--- config.mk ---
export PLATFORM = sky130hd
export DESIGN_NAME = reciprocal_frequency_counter_flat
export DESIGN_NICKNAME = d
export VERILOG_FILES = /design/src/rtl/core/rfc_pkg.sv /design/src/rtl/core/rfc_if.sv /design/src/rtl/core/reciprocal_frequency_counter.sv /design/src/rtl/core/rfc_divider.sv /design/src/flat_wrapper.sv
export SDC_FILE = /design/constraint.sdc
export NUM_CORES = 2
export LEC_CHECK = 0
export BUFFER_PORTS_ARGS = -buffer_cell sky130_fd_sc_hd__clkbuf_2
export CAP_MARGIN = 15
export CORE_ASPECT_RATIO = 1.5
export CORE_UTILIZATION = 50
export CTS_CLUSTER_SIZE = 25
export DETAILED_ROUTE_END_ITERATION = 16
export PLACE_DENSITY = 0.75
export SYNTH_ARGS = -nofsm -noshare
export SYNTH_HDL_FRONTEND = slang
export SYNTH_SLANG_ARGS = --single-unit
--- constraint.sdc ---
create_clock -name clock -period 10.1 [get_ports clock]
set_clock_uncertainty 0.2 [all_clocks]
set_input_delay 1.515 -clock clock [delete_from_list [all_inputs] [get_ports clock]]
set_output_delay 1.515 -clock clock [all_outputs]
set_load 0.005 [all_outputs]
--- src/rtl/core/rfc_pkg.sv ---
// Shared constants, status codes and divider word types for the reciprocal frequency counter.
package rfc_pkg;

   // Field widths and fixed-point format
   localparam int COUNT_BITS    = 24;
   localparam int FRACTION_BITS = 16;
   localparam int TIME_BITS     = 32;
   localparam int FREQ_BITS     = 48;
   localparam int SEEN_BITS     = 24;
   localparam int STATUS_BITS   = 2;

   // Product clock_hz * (edges - 1), then shifted up by the fraction bits
   localparam int NUM_BITS = TIME_BITS + COUNT_BITS;
   localparam int DIV_BITS = NUM_BITS + FRACTION_BITS;

   localparam logic [TIME_BITS-1:0] CLOCK_RESET = 32'd50000000;

   // Item kinds
   localparam logic KIND_EDGE = 1'b0;
   localparam logic KIND_GATE = 1'b1;

   // Result status codes
   localparam logic [STATUS_BITS-1:0] STATUS_OK        = 2'd0;
   localparam logic [STATUS_BITS-1:0] STATUS_FEW_EDGES = 2'd1;
   localparam logic [STATUS_BITS-1:0] STATUS_SATURATED = 2'd2;

   // Sequencer to divider
   typedef struct packed {
      logic                 start;
      logic [DIV_BITS-1:0]  dividend;
      logic [TIME_BITS-1:0] divisor;
   } div_req_type;

   // Divider to sequencer
   typedef struct packed {
      logic                 done;
      logic                 overflow;
      logic [FREQ_BITS-1:0] quotient;
   } div_rsp_type;

endpackage

--- src/rtl/core/rfc_if.sv ---
// Valid/ready channel interfaces for the request and response words.
interface rfc_req_if import rfc_pkg::*; ();
   logic                 valid;
   logic                 ready;
   logic                 kind;
   logic [TIME_BITS-1:0] timestamp;

   modport source (output valid, output kind, output timestamp, input ready);
   modport sink   (input valid, input kind, input timestamp, output ready);
endinterface

interface rfc_rsp_if import rfc_pkg::*; ();
   logic                   valid;
   logic                   ready;
   logic [FREQ_BITS-1:0]   frequency_q16;
   logic [SEEN_BITS-1:0]   edges_seen;
   logic [STATUS_BITS-1:0] status;

   modport source (output valid, output frequency_q16, output edges_seen, output status,
                   input ready);
   modport sink   (input valid, input frequency_q16, input edges_seen, input status,
                   output ready);
endinterface

--- src/rtl/core/reciprocal_frequency_counter.sv ---
// Reciprocal frequency counter: edge window tracking, gate sequencer and result register.
// Edge words are taken one per cycle, back to back, while the sequencer is idle. A gate whose
// edge count is below two goes straight to the result, one over a zero span goes through multiply
// and span check, else multiply, span check, divide at one quotient bit per cycle, result.
// No word is taken meanwhile, nor while a finished result waits for the output register.
// Synchronous active-high reset clears the window, loads clock_hz = 50 MHz, drops rsp valid.
module reciprocal_frequency_counter import rfc_pkg::*; (
   input  logic                 clock,
   input  logic                 reset,
   rfc_req_if.sink              req_bus,
   rfc_rsp_if.source            rsp_bus,
   input  logic                 csr_write_enable,
   input  logic [TIME_BITS-1:0] csr_write_data
);

   localparam int WIDE_BITS = (COUNT_BITS > SEEN_BITS) ? COUNT_BITS : SEEN_BITS;
   localparam logic [SEEN_BITS-1:0] SEEN_MAX = {SEEN_BITS{1'b1}};

   typedef enum logic [2:0] {
      ST_IDLE,
      ST_MULT,
      ST_CHECK,
      ST_DIVIDE,
      ST_DONE
   } state_type;

   state_type              state_ff, state_in;

   // Window state and configuration
   logic [TIME_BITS-1:0]   clock_ff, clock_in;
   logic [COUNT_BITS-1:0]  count_ff, count_in;
   logic [TIME_BITS-1:0]   ref_ff, ref_in;
   logic [TIME_BITS-1:0]   latest_ff, latest_in;
   logic                   have_ref_ff, have_ref_in;

   // Gate snapshot and working values
   logic [COUNT_BITS-1:0]  snap_count_ff, snap_count_in;
   logic [TIME_BITS-1:0]   span_ff, span_in;
   logic [NUM_BITS-1:0]    prod_ff, prod_in;
   logic [SEEN_BITS-1:0]   seen_ff, seen_in;
   logic [FREQ_BITS-1:0]   res_freq_ff, res_freq_in;
   logic [STATUS_BITS-1:0] res_status_ff, res_status_in;

   // Output register
   logic                   rsp_valid_ff, rsp_valid_in;
   logic [FREQ_BITS-1:0]   rsp_freq_ff, rsp_freq_in;
   logic [SEEN_BITS-1:0]   rsp_seen_ff, rsp_seen_in;
   logic [STATUS_BITS-1:0] rsp_status_ff, rsp_status_in;

   div_req_type            div_req;
   div_rsp_type            div_rsp;

   logic                   req_take;
   logic [WIDE_BITS-1:0]   count_wide;
   logic [COUNT_BITS-1:0]  snap_dec;

   assign req_bus.ready = (state_ff == ST_IDLE);
   assign req_take      = req_bus.valid && (state_ff == ST_IDLE);
   assign count_wide    = WIDE_BITS'(count_ff);
   assign snap_dec      = snap_count_ff - 1'b1;

   // Numerator clock_hz * (edges - 1)
   assign prod_in = {{COUNT_BITS{1'b0}}, clock_ff} * {{TIME_BITS{1'b0}}, snap_dec};

   // Divider launch: fixed-point dividend over the timestamp span
   assign div_req.start    = (state_ff == ST_CHECK) && (span_ff != '0);
   assign div_req.dividend = DIV_BITS'(prod_ff) << FRACTION_BITS;
   assign div_req.divisor  = span_ff;

   rfc_divider u_divider (
      .clock   (clock),
      .reset   (reset),
      .div_req (div_req),
      .div_rsp (div_rsp)
   );

   // Sequencer and window update
   always_comb begin
      state_in      = state_ff;
      clock_in      = csr_write_enable ? csr_write_data : clock_ff;
      count_in      = count_ff;
      ref_in        = ref_ff;
      latest_in     = latest_ff;
      have_ref_in   = have_ref_ff;
      snap_count_in = snap_count_ff;
      span_in       = span_ff;
      seen_in       = seen_ff;
      res_freq_in   = res_freq_ff;
      res_status_in = res_status_ff;
      rsp_valid_in  = rsp_valid_ff && !rsp_bus.ready;
      rsp_freq_in   = rsp_freq_ff;
      rsp_seen_in   = rsp_seen_ff;
      rsp_status_in = rsp_status_ff;

      unique case (state_ff)
         ST_IDLE: begin
            if (req_take) begin
               if (req_bus.kind == KIND_EDGE) begin
                  latest_in = req_bus.timestamp;
                  if (count_ff != '1) begin
                     count_in = count_ff + 1'b1;
                  end
                  if (!have_ref_ff) begin
                     have_ref_in = 1'b1;
                     ref_in      = req_bus.timestamp;
                  end
               end else begin
                  // gate: snapshot the window, then clear it
                  snap_count_in = count_ff;
                  span_in       = latest_ff - ref_ff;
                  seen_in       = (count_wide > WIDE_BITS'(SEEN_MAX)) ?
                                  SEEN_MAX : count_wide[SEEN_BITS-1:0];
                  count_in      = '0;
                  ref_in        = '0;
                  latest_in     = '0;
                  have_ref_in   = 1'b0;
                  if (count_ff < COUNT_BITS'(2)) begin
                     res_freq_in   = '0;
                     res_status_in = STATUS_FEW_EDGES;
                     state_in      = ST_DONE;
                  end else begin
                     state_in = ST_MULT;
                  end
               end
            end
         end
         ST_MULT: begin
            state_in = ST_CHECK;
         end
         ST_CHECK: begin
            // zero span: unbounded unless the numerator is zero too
            if (span_ff == '0) begin
               if (prod_ff == '0) begin
                  res_freq_in   = '0;
                  res_status_in = STATUS_OK;
               end else begin
                  res_freq_in   = '1;
                  res_status_in = STATUS_SATURATED;
               end
               state_in = ST_DONE;
            end else begin
               state_in = ST_DIVIDE;
            end
         end
         ST_DIVIDE: begin
            if (div_rsp.done) begin
               if (div_rsp.overflow) begin
                  res_freq_in   = '1;
                  res_status_in = STATUS_SATURATED;
               end else begin
                  res_freq_in   = div_rsp.quotient;
                  res_status_in = STATUS_OK;
               end
               state_in = ST_DONE;
            end
         end
         ST_DONE: begin
            // hand the result over once the output register is free
            if (!rsp_valid_ff || rsp_bus.ready) begin
               rsp_valid_in  = 1'b1;
               rsp_freq_in   = res_freq_ff;
               rsp_seen_in   = seen_ff;
               rsp_status_in = res_status_ff;
               state_in      = ST_IDLE;
            end
         end
         default: begin
            state_in = ST_IDLE;
         end
      endcase
   end

   always_ff @(posedge clock) begin
      if (reset) begin
         state_ff     <= ST_IDLE;
         clock_ff     <= CLOCK_RESET;
         count_ff     <= '0;
         ref_ff       <= '0;
         latest_ff    <= '0;
         have_ref_ff  <= 1'b0;
         rsp_valid_ff <= 1'b0;
      end else begin
         state_ff     <= state_in;
         clock_ff     <= clock_in;
         count_ff     <= count_in;
         ref_ff       <= ref_in;
         latest_ff    <= latest_in;
         have_ref_ff  <= have_ref_in;
         rsp_valid_ff <= rsp_valid_in;
      end
      snap_count_ff <= snap_count_in;
      span_ff       <= span_in;
      prod_ff       <= prod_in;
      seen_ff       <= seen_in;
      res_freq_ff   <= res_freq_in;
      res_status_ff <= res_status_in;
      rsp_freq_ff   <= rsp_freq_in;
      rsp_seen_ff   <= rsp_seen_in;
      rsp_status_ff <= rsp_status_in;
   end

   assign rsp_bus.valid         = rsp_valid_ff;
   assign rsp_bus.frequency_q16 = rsp_freq_ff;
   assign rsp_bus.edges_seen    = rsp_seen_ff;
   assign rsp_bus.status        = rsp_status_ff;

endmodule

--- src/rtl/core/rfc_divider.sv ---
// Bit-serial restoring divider: one quotient bit per cycle, overflow past the result width.
module rfc_divider import rfc_pkg::*; (
   input  logic        clock,
   input  logic        reset,
   input  div_req_type div_req,
   output div_rsp_type div_rsp
);

   localparam int CNT_BITS = $clog2(DIV_BITS + 1);

   logic                 run_ff, run_in;
   logic                 done_ff, done_in;
   logic [CNT_BITS-1:0]  cnt_ff, cnt_in;
   logic [DIV_BITS-1:0]  dvd_ff, dvd_in;
   logic [TIME_BITS-1:0] dvs_ff, dvs_in;
   logic [TIME_BITS-1:0] rem_ff, rem_in;
   logic [FREQ_BITS-1:0] quo_ff, quo_in;
   logic                 ovf_ff, ovf_in;

   logic [TIME_BITS:0]   rem_shift;
   logic [TIME_BITS:0]   rem_diff;
   logic                 fits;

   // One restoring step: shift in the next dividend bit, subtract if it fits
   assign rem_shift = {rem_ff, dvd_ff[DIV_BITS-1]};
   assign rem_diff  = rem_shift - {1'b0, dvs_ff};
   assign fits      = rem_shift >= {1'b0, dvs_ff};

   always_comb begin
      run_in  = run_ff;
      done_in = 1'b0;
      cnt_in  = cnt_ff;
      dvd_in  = dvd_ff;
      dvs_in  = dvs_ff;
      rem_in  = rem_ff;
      quo_in  = quo_ff;
      ovf_in  = ovf_ff;
      if (div_req.start) begin
         run_in = 1'b1;
         cnt_in = CNT_BITS'(DIV_BITS);
         dvd_in = div_req.dividend;
         dvs_in = div_req.divisor;
         rem_in = '0;
         quo_in = '0;
         ovf_in = 1'b0;
      end else if (run_ff) begin
         rem_in = fits ? rem_diff[TIME_BITS-1:0] : rem_shift[TIME_BITS-1:0];
         quo_in = {quo_ff[FREQ_BITS-2:0], fits};
         // a set bit leaving the top means the quotient is too wide
         ovf_in = ovf_ff | quo_ff[FREQ_BITS-1];
         dvd_in = {dvd_ff[DIV_BITS-2:0], 1'b0};
         cnt_in = cnt_ff - 1'b1;
         if (cnt_ff == CNT_BITS'(1)) begin
            run_in  = 1'b0;
            done_in = 1'b1;
         end
      end
   end

   always_ff @(posedge clock) begin
      if (reset) begin
         run_ff  <= 1'b0;
         done_ff <= 1'b0;
      end else begin
         run_ff  <= run_in;
         done_ff <= done_in;
      end
      cnt_ff <= cnt_in;
      dvd_ff <= dvd_in;
      dvs_ff <= dvs_in;
      rem_ff <= rem_in;
      quo_ff <= quo_in;
      ovf_ff <= ovf_in;
   end

   assign div_rsp.done     = done_ff;
   assign div_rsp.overflow = ovf_ff;
   assign div_rsp.quotient = quo_ff;

endmodule

--- src/flat_wrapper.sv ---
// flat-port wrapper written by rule: the top's interface ports become plain ports
module reciprocal_frequency_counter_flat import rfc_pkg::*;
  (clock, reset, csr_write_enable, csr_write_data, req_bus_valid, req_bus_kind, req_bus_timestamp, req_bus_ready, rsp_bus_valid, rsp_bus_frequency_q16, rsp_bus_edges_seen, rsp_bus_status, rsp_bus_ready);
  rfc_req_if req_bus_i ();
  rfc_rsp_if rsp_bus_i ();
  input  logic clock;
  input  logic reset;
  input  logic csr_write_enable;
  input  logic [TIME_BITS-1:0] csr_write_data;
  input wire logic [$bits(req_bus_i.valid)-1:0] req_bus_valid;
  input wire logic [$bits(req_bus_i.kind)-1:0] req_bus_kind;
  input wire logic [$bits(req_bus_i.timestamp)-1:0] req_bus_timestamp;
  output wire logic [$bits(req_bus_i.ready)-1:0] req_bus_ready;
  output wire logic [$bits(rsp_bus_i.valid)-1:0] rsp_bus_valid;
  output wire logic [$bits(rsp_bus_i.frequency_q16)-1:0] rsp_bus_frequency_q16;
  output wire logic [$bits(rsp_bus_i.edges_seen)-1:0] rsp_bus_edges_seen;
  output wire logic [$bits(rsp_bus_i.status)-1:0] rsp_bus_status;
  input wire logic [$bits(rsp_bus_i.ready)-1:0] rsp_bus_ready;
  assign req_bus_i.valid = req_bus_valid;
  assign req_bus_i.kind = req_bus_kind;
  assign req_bus_i.timestamp = req_bus_timestamp;
  assign req_bus_ready = req_bus_i.ready;
  assign rsp_bus_valid = rsp_bus_i.valid;
  assign rsp_bus_frequency_q16 = rsp_bus_i.frequency_q16;
  assign rsp_bus_edges_seen = rsp_bus_i.edges_seen;
  assign rsp_bus_status = rsp_bus_i.status;
  assign rsp_bus_i.ready = rsp_bus_ready;
  reciprocal_frequency_counter u_core (.clock(clock), .reset(reset), .req_bus(req_bus_i), .rsp_bus(rsp_bus_i), .csr_write_enable(csr_write_enable), .csr_write_data(csr_write_data));
endmodule
-- Word-level counts from Yosys, hierarchy flattened
Cells that the tools add are included.
- word-level logic and storage cells: 107
- input port bits: 70
- register bits after elaboration: 563
- reductions and logical operators: 21
- eq/ne operators: 13
- $lt $le $gt $ge: 3
- mux-type cells: 38
- multipliers: 1
- bitwise operators: 2
- add/sub/neg operators: 5
- operators with widths (operator ; number):
    2-to-1 mux 48 bit ; 7
    2-to-1 mux 72 bit ; 2
    case mux 48 bit (3 select lines) ; 1
    2-to-1 mux 32 bit ; 4
    subtractor 32 bit ; 2
    logical NOT 56 bit ; 1
    multiplier 32 x 24 -> 56 bit ; 1
    2-to-1 mux 24 bit ; 2
    >= comparator 33 x 32 -> 1 bit ; 1
    logical NOT 32 bit ; 1
    nonzero test 32 bit ; 1
    adder 24 x 1 -> 24 bit (second input constant) ; 1
    greater-than comparator 24 bit (second input constant) ; 1
    < comparator 24 x 2 -> 1 bit (second input constant) ; 1
    != test 24 bit (second input constant) ; 1
    subtractor 24 x 1 -> 24 bit (second input constant) ; 1
    2-to-1 mux 3 bit ; 6
    case mux 3 bit (5 select lines) ; 1
    2-to-1 mux 2 bit ; 7
    AND reduction 3 bit ; 3
    != test 2 bit (second input constant) ; 4
    == test 7 x 1 -> 1 bit (second input constant) ; 1
    2-to-1 mux 1 bit ; 7
    subtractor 7 x 1 -> 7 bit (second input constant) ; 1
    17 further kinds ; 25

-- Logic depth before layout (Yosys ltp)
- word-level depth: 5
- mapped depth: 35

-- By module
Synthesis repeated with hierarchy kept, for this count alone.
- cells, all modules: 5019
- area, all modules: 49307.3 µm²
- by module, submodules not included (module ; cells each ; times used ; area each (µm²)):
    reciprocal_frequency_counter ; 4136 ; 1 ; 39664.3
    rfc_divider ; 883 ; 1 ; 9643.0

-- Worst setup path before layout
OpenSTA, ideal clock, no wires.
- path type: register to register
- start point: register u_core.snap_count_ff[2]
- end point: register u_core.prod_ff[55]
- slack: 1.805 ns
- cell stages (with the launch flop): 32
- buffers on the path: 2
- library setup time: 0.121 ns
- arrival time: 7.974 ns
- cell sequence: edfxtp_1 > or4_4 > nor4_2 > and2b_1 > nor3b_2 > nand3b_1 > nor4_4 > nand2_1 > xnor2_2 > buf_2 > nand2_1 > fa_1 > inv_1 > fa_1 > fa_1 > fa_1 > fa_1 > fa_1 > inv_1 > fa_1 > inv_1 > ha_1 > clkbuf_1 > and2_1 > and3_1 > a21oi_1 > o21ai_0 > a311oi_1 > nand2_1 > a311oi_1 > o21ai_0 > xnor2_1
- word-level cells in the longest chain between the ends: 2
- RTL lines (element ; line ; text):
    start, declared ; reciprocal_frequency_counter.sv:37 ; logic [COUNT_BITS-1:0] snap_count_ff, snap_count_in;
    start signal, assigned ; reciprocal_frequency_counter.sv:191 ; snap_count_ff <= snap_count_in;
    subtractor 24 x 1 -> 24 bit ; reciprocal_frequency_counter.sv:60 ; assign snap_dec = snap_count_ff - 1'b1;
    multiplier 32 x 24 -> 56 bit ; reciprocal_frequency_counter.sv:63 ; assign prod_in = {{COUNT_BITS{1'b0}}, clock_ff} * {{TIME_BITS{1'b0}}, snap_dec};
    net u_core.prod_in[55] ; reciprocal_frequency_counter.sv:39 ; logic [NUM_BITS-1:0] prod_ff, prod_in;
    end signal, assigned ; reciprocal_frequency_counter.sv:193 ; prod_ff <= prod_in;
    end, declared ; reciprocal_frequency_counter.sv:39 ;
The timed path passes the listed nets, and every way through them passes these cells.
A chain may end at the register's enable or synchronous reset.

-- Worst setup path in the final report
- start point: register u_core.snap_count_ff[2]
- end point: register u_core.prod_ff[42]
The elaborated chain is that of the path after synthesis.

==> run_results.csv <==
group,metric,value,unit
sta,tightestPinTransition,1.333,ns
detailed_routing,drc,0,
sta,final.hold.worst_slack,0.2087,ns
floorplanning,num_rows,138,
worst_setup_path,worst_setup_path_endpoint,"u_core.prod_ff[42]",
global_route,grt_pass1_wl,186200,um
worst_setup_path,critical_path.max_fanout,19,
global_route,pin_count_of_the_biggest_net_entering_global_routing,82,
floorplanning,start_util,50.55,%
detailed_routing,top_signal_layer_used,"met5",
power,power_density,349.7,mW/mm2
cts,htree_levels,2,
power,total_power,18.02,mW
cts,ctsResizeCount,0,
synthesis,synth_simple_gate_area_share,14.15,%
global_route,initial_antenna_violation_count,10,
detailed_routing,wl_met2,59120,um
cts,number_of_buffers_added_by_the_clock_tree_synthesis_step,52,
worst_setup_path,sort_of_element_at_the_start_of_the_critical_path,"flip-flop",
sta,fmax,106.6,MHz
synthesis,synth.distinct_cells,79,
synthesis,netlist_area_before_placement,0.04775,mm2
cells_and_area,layout_area_growth_over_synthesis,7.961,%
worst_setup_path,worst_path_most_repeated_cell,"sky130_fd_sc_hd__fa_1",
synthesis,syn-instance-count,4761,
worst_setup_path,worst_r2r_startpoint,"u_core.snap_count_ff[2]",
detailed_routing,detailed_routed_wire_length_on_met3,6613,um
detailed_routing,wl_per_cell,18.96,um
sta,fin_crit,9.379,ns
worst_setup_path,endpoint_kind,"flip-flop",
cts,cts_num_sinks,563,
cells_and_area,layout-drive-gt1-share,8.815,%
sta,final-hold-violation-count,0,
synthesis,synth.yosys.seq_area_share,29.73,%
job,max-cap-violations,0,
global_route,number_of_global_route_vias_before_repair,35660,
cts,cts_setup_buffers,0,
cts,cts_buffer_depth,3,
power,leakage,23.88,nW
synthesis,synthTopCellsByCount,"777 x sky130_fd_sc_hd__inv_1, 660 x sky130_fd_sc_hd__fa_1, 603 x sky130_fd_sc_hd__nand2_1",
sta,grt_setup_unrepaired,"no",
detailed_routing,postRouteAntennaNets,0,
detailed_routing,num_vias,33500,
detailed_routing,drt-pass1-iter-count,6,
synthesis,async_flop_share,0,%
global_route,grt_overflow,0,
cts,path_clk_slew,0.07,ns
synthesis,synth_xor_area_share,2.922,%
synthesis,avgSynthCellArea,10.03,um2
placement,dp_hpwl,86790,um
detailed_routing,drt_iter0_drc,2091,
worst_setup_path,slowest_delay,0.70,ns
floorplanning,fp.coreArea,0.09445,mm2
sta,slew_violations,0,
status,outcome,"finished, final reports clean",
worst_setup_path,critical_path.n_buffers_inverters,3,
cts,post_cts_hold_buffer_count,0,
worst_setup_path,critical_path_required,10.44,ns
sta,worst_slew_margin_relative_to_its_limit,11.04,%
synthesis,synth_flop_cell,"sky130_fd_sc_hd__edfxtp_1",
placement,place_congestion,0.9267,
worst_setup_path,setup.reg_to_reg.worst_slack,0.72,ns
synthesis,synth-edff-count,292,
detailed_routing,route.detailed.vias_per_inst,5.512,
synthesis,area_fraction_in_compound_gates_after_synthesis,7.301,%
synthesis,yosys.area.top_type_share,27.67,%
sta,final-setup-viol-count,0,
floorplanning,num_io_pins,146,
floorplanning,design.die.area,0.09676,mm2
synthesis,ys.warnings.count,0,
cells_and_area,fin_nets,5746,
cts,cts_tree,"done",
global_route,grt_util_all_layers,24.58,%
sta,post-route-period-util,92.86,%
synthesis,ys_seq_elements,563,
cts,worstSkewPairLatency,0.64,ns
power,irDropWorstVdd,0.0005944,V
floorplanning,floorplan.die.height,380.5,um
floorplanning,die_x,254.3,um
worst_setup_path,worstSetupPathType,"reg -> reg",
cts,clockRootBuffer,"sky130_fd_sc_hd__clkbuf_16",
worst_setup_path,timing.critical_path.max_delay_family,"adder cells",
placement,io_buffers,145,
synthesis,post_synth_mux_area_share,3.325,%
hold_path,hold_class,"reg -> reg",
worst_setup_path,crit_path_start,"u_core.snap_count_ff[2]",
worst_setup_path,crit_cells,29,
synthesis,ys_top_cells_by_area,"sky130_fd_sc_hd__fa_1 28%, sky130_fd_sc_hd__edfxtp_1 18%, sky130_fd_sc_hd__dfxtp_1 11%",
worst_setup_path,crit_slowest_cell,"sky130_fd_sc_hd__xnor2_2",
synthesis,mappedNetlistNets,5740,
synthesis,synthAdderAreaFrac,34.20,%
placement,place_area,0.04970,mm2
cells_and_area,final_area,0.05155,mm2
worst_setup_path,critical_path_arrival,9.72,ns
synthesis,synth_top_area_cell,"sky130_fd_sc_hd__fa_1",
synthesis,yosys.cell_count.top_type,"sky130_fd_sc_hd__inv_1",
synthesis,dominant_combinational_cell_family_by_area_after_synthesis,"adder cells",
worst_setup_path,reg2regPathDepth,29,
detailed_routing,met1_length,41750,um
sta,setup_total_negative_slack,0,ns
detailed_routing,postRouteWirelength,115300,um
worst_setup_path,regToRegEndpoint,"u_core.prod_ff[42]",
[where the power goes]
part	switching, mW	internal, mW	total, mW	leakage (nW)
clock network	0.920	1.10	2.02	0.887
registers	0.174	2.83	3.00	4.95
logic	7.73	5.28	13.0	18.0
[layer usage]
layer  up-vias  track usage [%]
li1      15100                -
met1     16790            27.56
met2      1190            43.61
met3       414            3.585
met4         4            14.79
met5         -                0
[stage by stage]
step | instances | utilization (%) | setup slack (ns)
after CTS | 6067 | 54.51 | 0.7698
final | 6078 | 54.58 | 0.7214
after global placement | 5970 | 52.62 | 0.8745
after global routing | 6078 | 54.58 | 0.2806
after detailed placement | 5970 | 52.62 | 0.8292
after floorplan | 4761 | - | 1.805
[worst reg2reg max path, delay by kind of cell (launching register included)]
kind	cells	cell delay, ns
flip-flops	1	0.46
AO/OA/AOI/OAI	8	1.88
buffers and inverters	3	0.14
AND/OR/NAND/NOR	8	2.03
XOR/XNOR	2	0.83
adder cells (fa/ha/maj)	8	3.73
[worst min-delay path by stage]
stage,from,end,slack [ns],depth (start not counted)
5_1_grt,u_core.seen_ff[6],u_core.rsp_bus.edges_seen[6],0.21,0
4_1_cts,u_core.seen_ff[6],u_core.rsp_bus.edges_seen[6],0.21,0
6_report,u_core.seen_ff[6],u_core.rsp_bus.edges_seen[6],0.21,0
3_5_place_dp,u_core.seen_ff[0],u_core.rsp_bus.edges_seen[0],0.20,0
3_3_place_gp,u_core.res_freq_ff[42],u_core.rsp_bus.frequency_q16[42],0.20,0
2_1_floorplan,u_core.seen_ff[0],u_core.rsp_bus.edges_seen[0],0.20,0
[layout by cell type, fill, tap and decap left out, types with 19 or more instances in the layout]
cell type,n
sky130_fd_sc_hd__nor3b_1,39
sky130_fd_sc_hd__o21ai_0,51
sky130_fd_sc_hd__clkbuf_2,144
sky130_fd_sc_hd__nor3_1,26
sky130_fd_sc_hd__inv_1,778
sky130_fd_sc_hd__and3_1,25
sky130_fd_sc_hd__mux2_2,57
sky130_fd_sc_hd__xor2_1,58
sky130_fd_sc_hd__buf_4,75
sky130_fd_sc_hd__o21a_1,19
sky130_fd_sc_hd__a22oi_1,32
sky130_fd_sc_hd__a211oi_1,37
sky130_fd_sc_hd__nor4_1,29
sky130_fd_sc_hd__nor2_1,263
sky130_fd_sc_hd__xnor2_1,76
sky130_fd_sc_hd__mux2i_1,93
sky130_fd_sc_hd__nand2_1,602
sky130_fd_sc_hd__dfxtp_1,269
sky130_fd_sc_hd__and2_1,220
sky130_fd_sc_hd__nand4_1,30
sky130_fd_sc_hd__o21bai_1,19
sky130_fd_sc_hd__nand3_1,31
sky130_fd_sc_hd__fa_1,660
sky130_fd_sc_hd__ha_1,249
sky130_fd_sc_hd__nor2b_1,88
sky130_fd_sc_hd__clkbuf_16,55
sky130_fd_sc_hd__edfxtp_1,292
sky130_fd_sc_hd__a21oi_1,143
sky130_fd_sc_hd__a21o_1,107
[area by class of cell]
class                   count  area, um2
clock inverters            32      291.5
inverters                 777       2917
clock buffers              65       1494
multi-input cells        3151      29720
repair buffers            222       1329
well taps                1260       1577
flip-flops and latches    563      14200
fillers                  8147      42900
diodes                      8      20.02
[sequential cells by signal, summed over array words and instances (netlist names), 2 cells and up]
signal / count
u_core.clock_ff: 32
u_core.count_ff: 24
u_core.latest_ff: 32
u_core.prod_ff: 56
u_core.ref_ff: 32
u_core.res_freq_ff: 48
u_core.res_status_ff: 2
u_core.rsp_bus.edges_seen: 24
u_core.rsp_bus.frequency_q16: 48
u_core.rsp_bus.status: 2
u_core.seen_ff: 24
u_core.snap_count_ff: 24
u_core.span_ff: 32
u_core.state_ff: 3
u_core.u_divider.cnt_ff: 7
u_core.u_divider.dvd_ff: 56
u_core.u_divider.dvs_ff: 32
u_core.u_divider.quo_ff: 48
u_core.u_divider.rem_ff: 32
[cell families (layout without fill, tap and decap cells)]
logic type / after synthesis / after routing
adder cells (fa/ha/maj): 909 / 909
buffers and inverters: 1047 / 1096
AO/OA/AOI/OAI: 518 / 518
flip-flops: 563 / 563
AND/OR/NAND/NOR: 1418 / 1418
multiplexers: 151 / 151
XOR/XNOR: 155 / 155
other: 0 / 8
No activity file was read; power rests on OpenSTA's default activity.
